[src/rtl/core/spa_pkg.sv]
// Shared constants, result selector codes and controller/datapath interface types.
package spa_pkg;

  localparam int SPP         = 12;
  localparam int CNT_W       = 4;
  localparam int HR_W        = 8;
  localparam int HR_SUM_W    = 12;
  localparam int VAL_W       = 16;
  localparam int SUM_W       = 20;
  localparam int TS_W        = 32;
  localparam int SEQ_W       = 8;
  localparam int NUM_AVG     = 8;
  localparam int SEL_W       = 3;
  localparam int IN_TDATA_W  = 152;
  localparam int OUT_TDATA_W = 168;

  localparam logic [SEL_W-1:0] SEL_HR   = 3'd0;
  localparam logic [SEL_W-1:0] SEL_TEMP = 3'd1;
  localparam logic [SEL_W-1:0] SEL_AX   = 3'd2;
  localparam logic [SEL_W-1:0] SEL_AY   = 3'd3;
  localparam logic [SEL_W-1:0] SEL_AZ   = 3'd4;
  localparam logic [SEL_W-1:0] SEL_GX   = 3'd5;
  localparam logic [SEL_W-1:0] SEL_GY   = 3'd6;
  localparam logic [SEL_W-1:0] SEL_GZ   = 3'd7;

  typedef struct packed {
    logic             accept;
    logic             first;
    logic             div_start;
    logic             div_store;
    logic [SEL_W-1:0] sel;
    logic             load;
  } spa_cmd_t;

  typedef struct packed {
    logic div_busy;
    logic div_done;
  } spa_status_t;

endpackage

[src/rtl/core/spa_div.sv]
// Bit-serial divider that forms a mean rounded to nearest with ties away from zero.
module spa_div
  import spa_pkg::*;
(
  input  logic                    clk,
  input  logic                    rst_n,
  input  logic                    start,
  input  logic signed [SUM_W-1:0] sum,
  input  logic [CNT_W-1:0]        cnt,
  output logic                    busy,
  output logic                    done,
  output logic [VAL_W-1:0]        quo
);

  localparam int NUM_W  = SUM_W + 1;
  localparam int STEP_W = $clog2(NUM_W + 1);
  localparam int DEN_W  = CNT_W + 1;

  logic              busy_r;
  logic              done_r;
  logic [STEP_W-1:0] step_r;
  logic [NUM_W-1:0]  work_r;
  logic [DEN_W-1:0]  rem_r;
  logic [DEN_W-1:0]  den_r;
  logic              neg_r;

  logic [SUM_W-1:0]  mag;
  logic [DEN_W:0]    trial;
  logic              fits;
  logic [VAL_W-1:0]  q;

  assign mag   = sum[SUM_W-1] ? (~sum + SUM_W'(1)) : sum;
  assign trial = {rem_r, work_r[NUM_W-1]};
  assign fits  = trial >= {1'b0, den_r};
  assign q     = work_r[VAL_W-1:0];
  assign quo   = neg_r ? (~q + VAL_W'(1)) : q;
  assign busy  = busy_r;
  assign done  = done_r;

  always_ff @(posedge clk) begin
    if (!rst_n) begin
      busy_r <= 1'b0;
      done_r <= 1'b0;
      step_r <= '0;
    end else begin
      done_r <= !start && busy_r && (step_r == STEP_W'(1));
      if (start) begin
        busy_r <= 1'b1;
        step_r <= STEP_W'(NUM_W);
      end else if (busy_r) begin
        step_r <= step_r - STEP_W'(1);
        if (step_r == STEP_W'(1)) begin
          busy_r <= 1'b0;
        end
      end
    end
  end

  always_ff @(posedge clk) begin
    if (start) begin
      work_r <= {mag, 1'b0} + NUM_W'(cnt);
      den_r  <= {cnt, 1'b0};
      rem_r  <= '0;
      neg_r  <= sum[SUM_W-1];
    end else if (busy_r) begin
      if (fits) begin
        rem_r <= DEN_W'(trial - {1'b0, den_r});
      end else begin
        rem_r <= trial[DEN_W-1:0];
      end
      work_r <= {work_r[NUM_W-2:0], fits};
    end
  end

endmodule

[src/rtl/core/spa_datapath.sv]
// Page accumulators, time span, mean slots and output register of the averager.
module spa_datapath
  import spa_pkg::*;
(
  input  logic                   clk,
  input  logic                   rst_n,
  input  spa_cmd_t               cmd,
  output spa_status_t            status,
  input  logic [IN_TDATA_W-1:0]  in_tdata,
  output logic [OUT_TDATA_W-1:0] out_tdata
);

  localparam int AXES    = 6;
  localparam int AXIS_LO = HR_W + VAL_W;
  localparam int TS_LO   = AXIS_LO + AXES * VAL_W;
  localparam int PAD_W   = OUT_TDATA_W - (SEQ_W + TS_W + HR_W + CNT_W + 7 * VAL_W);

  logic [HR_SUM_W-1:0]     hr_sum_r, hr_sum_nxt;
  logic [CNT_W-1:0]        hr_cnt_r, hr_cnt_nxt;
  logic signed [SUM_W-1:0] temp_sum_r, temp_sum_nxt;
  logic [CNT_W-1:0]        temp_cnt_r, temp_cnt_nxt;
  logic signed [SUM_W-1:0] axis_sum_r [AXES];
  logic signed [SUM_W-1:0] axis_sum_nxt [AXES];
  logic [SEQ_W-1:0]        page_r;
  logic [TS_W-1:0]         first_ts_r;
  logic [TS_W-1:0]         span_r;
  logic [VAL_W-1:0]        avg_r [NUM_AVG];
  logic [OUT_TDATA_W-1:0]  out_tdata_r;

  logic [HR_W-1:0]         hr;
  logic signed [VAL_W-1:0] temp;
  logic [TS_W-1:0]         ts;
  logic [TS_W-1:0]         first_sel;
  logic signed [SUM_W-1:0] div_sum;
  logic [CNT_W-1:0]        div_cnt;
  logic [VAL_W-1:0]        div_quo;
  logic                    div_busy;
  logic                    div_done;

  assign hr        = in_tdata[HR_W-1:0];
  assign temp      = in_tdata[HR_W +: VAL_W];
  assign ts        = in_tdata[TS_LO +: TS_W];
  assign first_sel = cmd.first ? ts : first_ts_r;

  always_comb begin
    hr_sum_nxt   = hr_sum_r;
    hr_cnt_nxt   = hr_cnt_r;
    temp_sum_nxt = temp_sum_r;
    temp_cnt_nxt = temp_cnt_r;
    for (int i = 0; i < AXES; i++) begin
      axis_sum_nxt[i] = axis_sum_r[i];
    end
    if (cmd.load) begin
      hr_sum_nxt   = '0;
      hr_cnt_nxt   = '0;
      temp_sum_nxt = '0;
      temp_cnt_nxt = '0;
      for (int i = 0; i < AXES; i++) begin
        axis_sum_nxt[i] = '0;
      end
    end else if (cmd.accept) begin
      if (hr != '0) begin
        hr_sum_nxt = hr_sum_r + HR_SUM_W'(hr);
        hr_cnt_nxt = hr_cnt_r + CNT_W'(1);
      end
      if (temp != '0) begin
        temp_sum_nxt = temp_sum_r + SUM_W'(temp);
        temp_cnt_nxt = temp_cnt_r + CNT_W'(1);
      end
      for (int i = 0; i < AXES; i++) begin
        axis_sum_nxt[i] = axis_sum_r[i]
                        + SUM_W'($signed(in_tdata[AXIS_LO + i * VAL_W +: VAL_W]));
      end
    end
  end

  always_ff @(posedge clk) begin
    if (!rst_n) begin
      hr_sum_r   <= '0;
      hr_cnt_r   <= '0;
      temp_sum_r <= '0;
      temp_cnt_r <= '0;
      page_r     <= '0;
      for (int i = 0; i < AXES; i++) begin
        axis_sum_r[i] <= '0;
      end
    end else begin
      hr_sum_r   <= hr_sum_nxt;
      hr_cnt_r   <= hr_cnt_nxt;
      temp_sum_r <= temp_sum_nxt;
      temp_cnt_r <= temp_cnt_nxt;
      for (int i = 0; i < AXES; i++) begin
        axis_sum_r[i] <= axis_sum_nxt[i];
      end
      if (cmd.load) begin
        page_r <= page_r + SEQ_W'(1);
      end
    end
  end

  always_ff @(posedge clk) begin
    if (cmd.accept) begin
      if (cmd.first) begin
        first_ts_r <= ts;
      end
      span_r <= (ts >= first_sel) ? (ts - first_sel) : '0;
    end
    if (cmd.div_store) begin
      avg_r[cmd.sel] <= (div_cnt == '0) ? '0 : div_quo;
    end
    if (cmd.load) begin
      out_tdata_r <= {{PAD_W{1'b0}},
                      avg_r[SEL_GZ], avg_r[SEL_GY], avg_r[SEL_GX],
                      avg_r[SEL_AZ], avg_r[SEL_AY], avg_r[SEL_AX],
                      avg_r[SEL_TEMP], temp_cnt_r,
                      avg_r[SEL_HR][HR_W-1:0], span_r, page_r};
    end
  end

  always_comb begin
    div_sum = axis_sum_r[0];
    div_cnt = CNT_W'(SPP);
    case (cmd.sel)
      SEL_HR: begin
        div_sum = SUM_W'(hr_sum_r);
        div_cnt = hr_cnt_r;
      end
      SEL_TEMP: begin
        div_sum = temp_sum_r;
        div_cnt = temp_cnt_r;
      end
      SEL_AX: div_sum = axis_sum_r[0];
      SEL_AY: div_sum = axis_sum_r[1];
      SEL_AZ: div_sum = axis_sum_r[2];
      SEL_GX: div_sum = axis_sum_r[3];
      SEL_GY: div_sum = axis_sum_r[4];
      SEL_GZ: div_sum = axis_sum_r[5];
      default: div_sum = axis_sum_r[0];
    endcase
  end

  spa_div u_div (
    .clk   (clk),
    .rst_n (rst_n),
    .start (cmd.div_start),
    .sum   (div_sum),
    .cnt   (div_cnt),
    .busy  (div_busy),
    .done  (div_done),
    .quo   (div_quo)
  );

  assign status.div_busy = div_busy;
  assign status.div_done = div_done;
  assign out_tdata       = out_tdata_r;

endmodule

[src/rtl/core/spa_ctrl.sv]
// Controller that counts page samples, sequences the eight means and hands off results.
module spa_ctrl
  import spa_pkg::*;
(
  input  logic        clk,
  input  logic        rst_n,
  input  logic        in_tvalid,
  output logic        in_tready,
  output logic        out_tvalid,
  input  logic        out_tready,
  input  spa_status_t status,
  output spa_cmd_t    cmd
);

  typedef enum logic [1:0] {
    ST_ACCUM,
    ST_DIV_START,
    ST_DIV_WAIT,
    ST_LOAD
  } state_t;

  state_t           state_r;
  logic [CNT_W-1:0] cnt_r;
  logic [SEL_W-1:0] sel_r;
  logic             out_valid_r;

  assign in_tready     = (state_r == ST_ACCUM);
  assign out_tvalid    = out_valid_r;
  assign cmd.accept    = in_tvalid && in_tready;
  assign cmd.first     = (cnt_r == '0);
  assign cmd.div_start = (state_r == ST_DIV_START);
  assign cmd.div_store = (state_r == ST_DIV_WAIT) && status.div_done;
  assign cmd.sel       = sel_r;
  assign cmd.load      = (state_r == ST_LOAD) && (!out_valid_r || out_tready);

  always_ff @(posedge clk) begin
    if (!rst_n) begin
      state_r     <= ST_ACCUM;
      cnt_r       <= '0;
      sel_r       <= SEL_HR;
      out_valid_r <= 1'b0;
    end else begin
      out_valid_r <= cmd.load || (out_valid_r && !out_tready);
      unique case (state_r)
        ST_ACCUM: begin
          if (cmd.accept) begin
            if (cnt_r == CNT_W'(SPP - 1)) begin
              cnt_r   <= '0;
              sel_r   <= SEL_HR;
              state_r <= ST_DIV_START;
            end else begin
              cnt_r <= cnt_r + CNT_W'(1);
            end
          end
        end
        ST_DIV_START: begin
          state_r <= ST_DIV_WAIT;
        end
        ST_DIV_WAIT: begin
          if (status.div_done) begin
            if (sel_r == SEL_GZ) begin
              state_r <= ST_LOAD;
            end else begin
              sel_r   <= sel_r + SEL_W'(1);
              state_r <= ST_DIV_START;
            end
          end
        end
        ST_LOAD: begin
          if (cmd.load) begin
            state_r <= ST_ACCUM;
          end
        end
        default: state_r <= ST_ACCUM;
      endcase
    end
  end

endmodule

[src/rtl/core/sensor_page_averager_unit.sv]
// Sensor page averager: summarizes each page of twelve samples into one result.
//
// The input stream carries one sensor sample per transaction. Every twelfth
// sample closes a page, and one result transaction follows with the page
// sequence number, the timestamp span and the rounded means of the page.
// Samples are taken one per cycle while a page fills. After the closing
// sample the input is held off while a shared bit-serial divider forms the
// eight means one after another before the result is loaded. The result sits
// in an output register and the next page fills while it waits. If the
// receiver still holds off the previous result when a new page completes,
// the block waits with in_tready low until that result is taken. Reset
// clears the page, the sequence number and the output valid flag; no clearing
// pass is needed.
module sensor_page_averager_unit
  import spa_pkg::*;
(
  input  logic                   clk,
  input  logic                   rst_n,
  input  logic                   in_tvalid,
  output logic                   in_tready,
  // heart_rate, temperature, accel_x, accel_y, accel_z, gyro_x, gyro_y,
  // gyro_z, timestamp_ms
  input  logic [IN_TDATA_W-1:0]  in_tdata,
  output logic                   out_tvalid,
  input  logic                   out_tready,
  // page_sequence, time_span_ms, avg_heart_rate, temp_count, avg_temperature,
  // avg_accel_x, avg_accel_y, avg_accel_z, avg_gyro_x, avg_gyro_y, avg_gyro_z
  output logic [OUT_TDATA_W-1:0] out_tdata
);

  spa_cmd_t    cmd;
  spa_status_t status;

  spa_ctrl u_ctrl (
    .clk        (clk),
    .rst_n      (rst_n),
    .in_tvalid  (in_tvalid),
    .in_tready  (in_tready),
    .out_tvalid (out_tvalid),
    .out_tready (out_tready),
    .status     (status),
    .cmd        (cmd)
  );

  spa_datapath u_dp (
    .clk       (clk),
    .rst_n     (rst_n),
    .cmd       (cmd),
    .status    (status),
    .in_tdata  (in_tdata),
    .out_tdata (out_tdata)
  );

  a_load_free: assert property (@(posedge clk) disable iff (!rst_n)
    cmd.load |-> (!out_tvalid || out_tready))
    else $error("result loaded over an untaken result");

  a_rise_from_load: assert property (@(posedge clk) disable iff (!rst_n)
    $rose(out_tvalid) |-> $past(cmd.load))
    else $error("result valid raised without a load");

  a_start_idle: assert property (@(posedge clk) disable iff (!rst_n)
    cmd.div_start |-> !status.div_busy)
    else $error("divider started while busy");

  a_no_accept_in_div: assert property (@(posedge clk) disable iff (!rst_n)
    status.div_busy |-> !cmd.accept)
    else $error("sample accepted while means are formed");

endmodule

[config.mk]
export PLATFORM = sky130hd
export DESIGN_NAME = sensor_page_averager_unit
export DESIGN_NICKNAME = d
export VERILOG_FILES = /design/src/rtl/core/spa_pkg.sv /design/src/rtl/core/spa_div.sv /design/src/rtl/core/spa_datapath.sv /design/src/rtl/core/spa_ctrl.sv /design/src/rtl/core/sensor_page_averager_unit.sv
export SDC_FILE = /design/constraint.sdc
export NUM_CORES = 1
export LEC_CHECK = 0
export BUFFER_PORTS_ARGS = -buffer_cell sky130_fd_sc_hd__buf_2
export CORE_ASPECT_RATIO = 1.2
export CORE_MARGIN = 1
export CORE_UTILIZATION = 59
export CTS_CLUSTER_DIAMETER = 80
export DETAILED_ROUTE_END_ITERATION = 8
export PLACE_DENSITY = 0.8
export SKIP_LAST_GASP = 1
export SLEW_MARGIN = 20
export SYNTH_ARGS = -nofsm -noshare
export SYNTH_HDL_FRONTEND = slang
export SYNTH_SLANG_ARGS = --single-unit
export TNS_END_PERCENT = 10
[constraint.sdc]
create_clock -name clk -period 12.7 [get_ports clk]
set_input_delay 1.27 -clock clk [delete_from_list [all_inputs] [get_ports clk]]
set_output_delay 1.27 -clock clk [all_outputs]
set_load 0.01 [all_outputs]
==> results.toml <==
[pwr]
peakVddDrop_uv = 119
pwr-share-seq_pct = 45.8
p_int_uw = 3380
p_per_area_nw_per_um2 = 141
comb_power_share_pct = 19.4
leakagePower_uw = 0.0138
p_sw_uw = 1340
switching_share_pct = 28.4
power_uw = 4720
clock_power_share_pct = 34.8

[floorplan]
dieWidth_um = 206
die_h_um = 247
row_count = 89
dieArea_um2 = 50800
start_util_pct = 59.8
io_pins = 326
coreArea_um2 = 49200

[synth]
ys_seq_elements = 564
yosysUniqueCellTypes = 87
ys_async_sr_fraction_pct = 0
synth_edf_count = 374
seq_area_frac_synth_pct = 51.1
syn_area_per_cell_um2 = 10.4
synthCells = 2826
yosys_warnings = 0
syn_area_um2 = 29400
synth_ff_type = "edfxtp_1"

[setup_path]
critPathRequiredTime_ps = 13060
crit_family = "compound AO/OA/AOI/OAI gates"
cp_data_arrival_time_ps = 5810
worstPathMaxFanout = 39
path_cells = "buf_4 -> inv_1 -> ha_1 -> a22o_1 -> a31oi_1 -> o211a_1 -> a21o_1 -> ha_1 -> inv_1 -> nor3_1 -> a31oi_1 -> xnor2_1 -> a41oi_1 -> a311oi_2 -> nor4b_1 -> nor2b_1 -> xor2_1 -> o21ai_1"
cpMaxStageDelayCell = "ha_1"
crit_path_end_kind = "register"
r2r-start = "u_ctrl.sel_r[2]"
crit_start = "u_ctrl.sel_r[2]"
slowest_delay_ps = 750
start_kind = "register"
critPathBufInv = 3
worstSetupPathType = "register to register"

[global_routing]
grt_max_degree = 170
overflow = 0
grt_pass1_wl_um = 117000
grt_usage_pct = 29.7
grt_pass1_vias = 21800
antenna_found_initial = 2

[placed_design]
gp_congestion = 0.960
dp_hpwl_um = 55500
io_buffers = 321

[drt]
avgViaCountPerCell = 5.98
routed_wl_um = 76000
postRouteAntennaNets = 0
vias = 22800
wl_per_cell_um = 19.9
first_pass_iters = 7
remaining_drc_errors = 0
drt-initial-drc-count = 1683

[clocking]
clock_sinks = 564
cts_buffer_depth = 3
cts_buffers = 54
clk_root_buffer_cell = "clkbuf_16"
ctsResizeCount = 0
clkTransAtPathRegs_ps = 70
insertion_delay_ps = 620
cts_hold_buffers = 0
post_cts_buffers = 0
cts_tree = "built"
htree_levels = 2

[sta]
finalHoldViolCount = 0
finalCriticalPeriod_ps = 5450
slew_headroom_pct = 30.8
slew_violations = 0
setup_viol = 0
rsz0062_at_grt = "false"
timing.fmax_mhz = 183
fin_skew_ps = 18.2
worst_pin_slew_ps = 1040
setup_tns_ps = 0
finalCritPeriodShare_pct = 42.9

[final_layout]
drive_gt1_share_pct = 14.9
fin_nets = 3490
synthToLayoutAreaGrowth_pct = 13.7
multi_input_area_um2 = 13500
seq_area_um2 = 15000
n_fill_cell = 3666
final_util_pct = 68.0

[hold_path]
min_path_type = "register to register"
worstHoldStart = "u_dp.avg_r[5][8]"

[outcome]
status = "completed"

[run]
maxCapViolations = 0
## state kept, by name (all words and copies together), names as in the netlist, 5 cells and up
register	flops
u_dp.hr_sum_r	12
out_tdata	120
u_dp.span_r	32
u_dp.first_ts_r	32
u_dp.page_r	8
u_dp.temp_sum_r	20
u_dp.axis_sum_r	120
u_dp.u_div.work_r	21
u_dp.u_div.rem_r	5
u_dp.u_div.step_r	5
u_dp.avg_r	120
u_dp.out_tdata	44
## cell families after synthesis
group,share of synthesized area (%)
AOI/OAI and AO/OA,15.2
xor gates and xnor gates,5.36
adders and majority gates,9.04
buffers and inverters,3.06
DFF,51.1
muxes,2.22
other,0.0127
and+or+nand+nor,14.0
## cell usage in the layout, fill, tap and decap left out, types with 22 or more instances in the layout
master / count
edfxtp_1: 374
buf_2: 321
nor2_1: 270
nand2_1: 261
a21oi_1: 239
ha_1: 195
dfxtp_1: 190
o21ai_0: 129
inv_1: 122
xnor2_1: 112
a21o_1: 71
nand3_1: 70
xor2_1: 68
mux2i_1: 56
nor3_1: 54
clkbuf_16: 54
nor2b_1: 46
a31oi_1: 30
nand2b_1: 27
and3_1: 26
a211oi_1: 25
buf_4: 25
and2_1: 22
## power by group through the flow
stage	Clock (uW)	Combinational [uW]	Sequential [uW]
2_1_floorplan	0	705	2140
3_3_place_gp	0	854	2190
3_5_place_dp	0	893	2190
4_1_cts	1670	904	2160
5_1_grt	1740	1020	2160
6_report	1640	914	2160
## through the flow
stage / area, um2 / hold WS [ps] / worst slack (ps) / instances
global placement: 31700 / 401 / 7490 / 3709
global route: 33500 / 417 / 6830 / 3811
floorplan: 29400 / 400 / 2940 / 2829
detailed placement: 31700 / 405 / 7370 / 3709
finish: 33500 / 415 / 7250 / 3813
CTS: 33500 / 415 / 7350 / 3810
## per-layer routing
| metal | vias to the layer above | GRT usage [%] | share of wire (%) |
|---|---|---|---|
| met5 | - | 0 | 0.013 |
| met3 | 247 | 4.44 | 6.0 |
| li1 | 10900 | - | - |
| met4 | 2 | 17.5 | 6.5 |
| met1 | 10800 | 34.1 | 38 |
| met2 | 842 | 52.1 | 49 |
## layout make-up
class                      instances  area share [%]
multi-input combinational       2038            40.5
inverter                         123            1.39
clock buffer                      59            4.09
sequential                       564            44.9
timing repair buffer             347            5.42
clock inverter                    42            1.32
antenna                            3          0.0224
tap                              637            2.38
## synth_stat cells, drive strengths merged, types with 10 or more instances
master / number / area [um2]
edfxtp: 374 / 11200
nor2: 271 / 1020
nand2: 262 / 983
a21oi: 240 / 1200
ha: 195 / 2440
dfxtp: 190 / 3800
o21ai: 140 / 701
inv: 123 / 462
xnor2: 112 / 981
clkbuf: 72 / 270
a21o: 71 / 533
nand3: 70 / 350
xor2: 68 / 596
mux2i: 57 / 574
nor3: 56 / 285
nor2b: 46 / 288
buf: 32 / 169
a31oi: 30 / 188
nand2b: 27 / 169
and3: 26 / 163
a211oi: 25 / 188
and2: 23 / 144
a21boi: 22 / 165
or3: 21 / 136
a22oi: 19 / 143
o31ai: 19 / 143
a222oi: 16 / 160
nor4: 15 / 109
nand4: 14 / 87.6
o21a: 14 / 105
o21bai: 13 / 97.6
or2: 13 / 81.3
fa: 11 / 220
a221oi: 10 / 87.6
o211ai: 10 / 75.1
## worst register-to-register path, stage by stage, from the launching register on
cell,delay (ps)
dfxtp_1,300
buf_4,250
inv_1,490
ha_1,760
a22o_1,250
a31oi_1,50
o211a_1,160
a21o_1,170
ha_1,230
inv_1,120
nor3_1,70
a31oi_1,540
xnor2_1,190
a41oi_1,230
a311oi_2,380
nor4b_1,520
nor2b_1,250
xor2_1,180
o21ai_1,70
## final timing paths
path	to	slack [ps]	cells past startpoint
min	out_tdata[124]	410	0
max reg2reg	u_dp.u_div.work_r[14]	7250	18
min reg2reg	out_tdata[124]	410	0
max	u_dp.u_div.work_r[14]	7250	18
(Power assumes the default switching activity.)
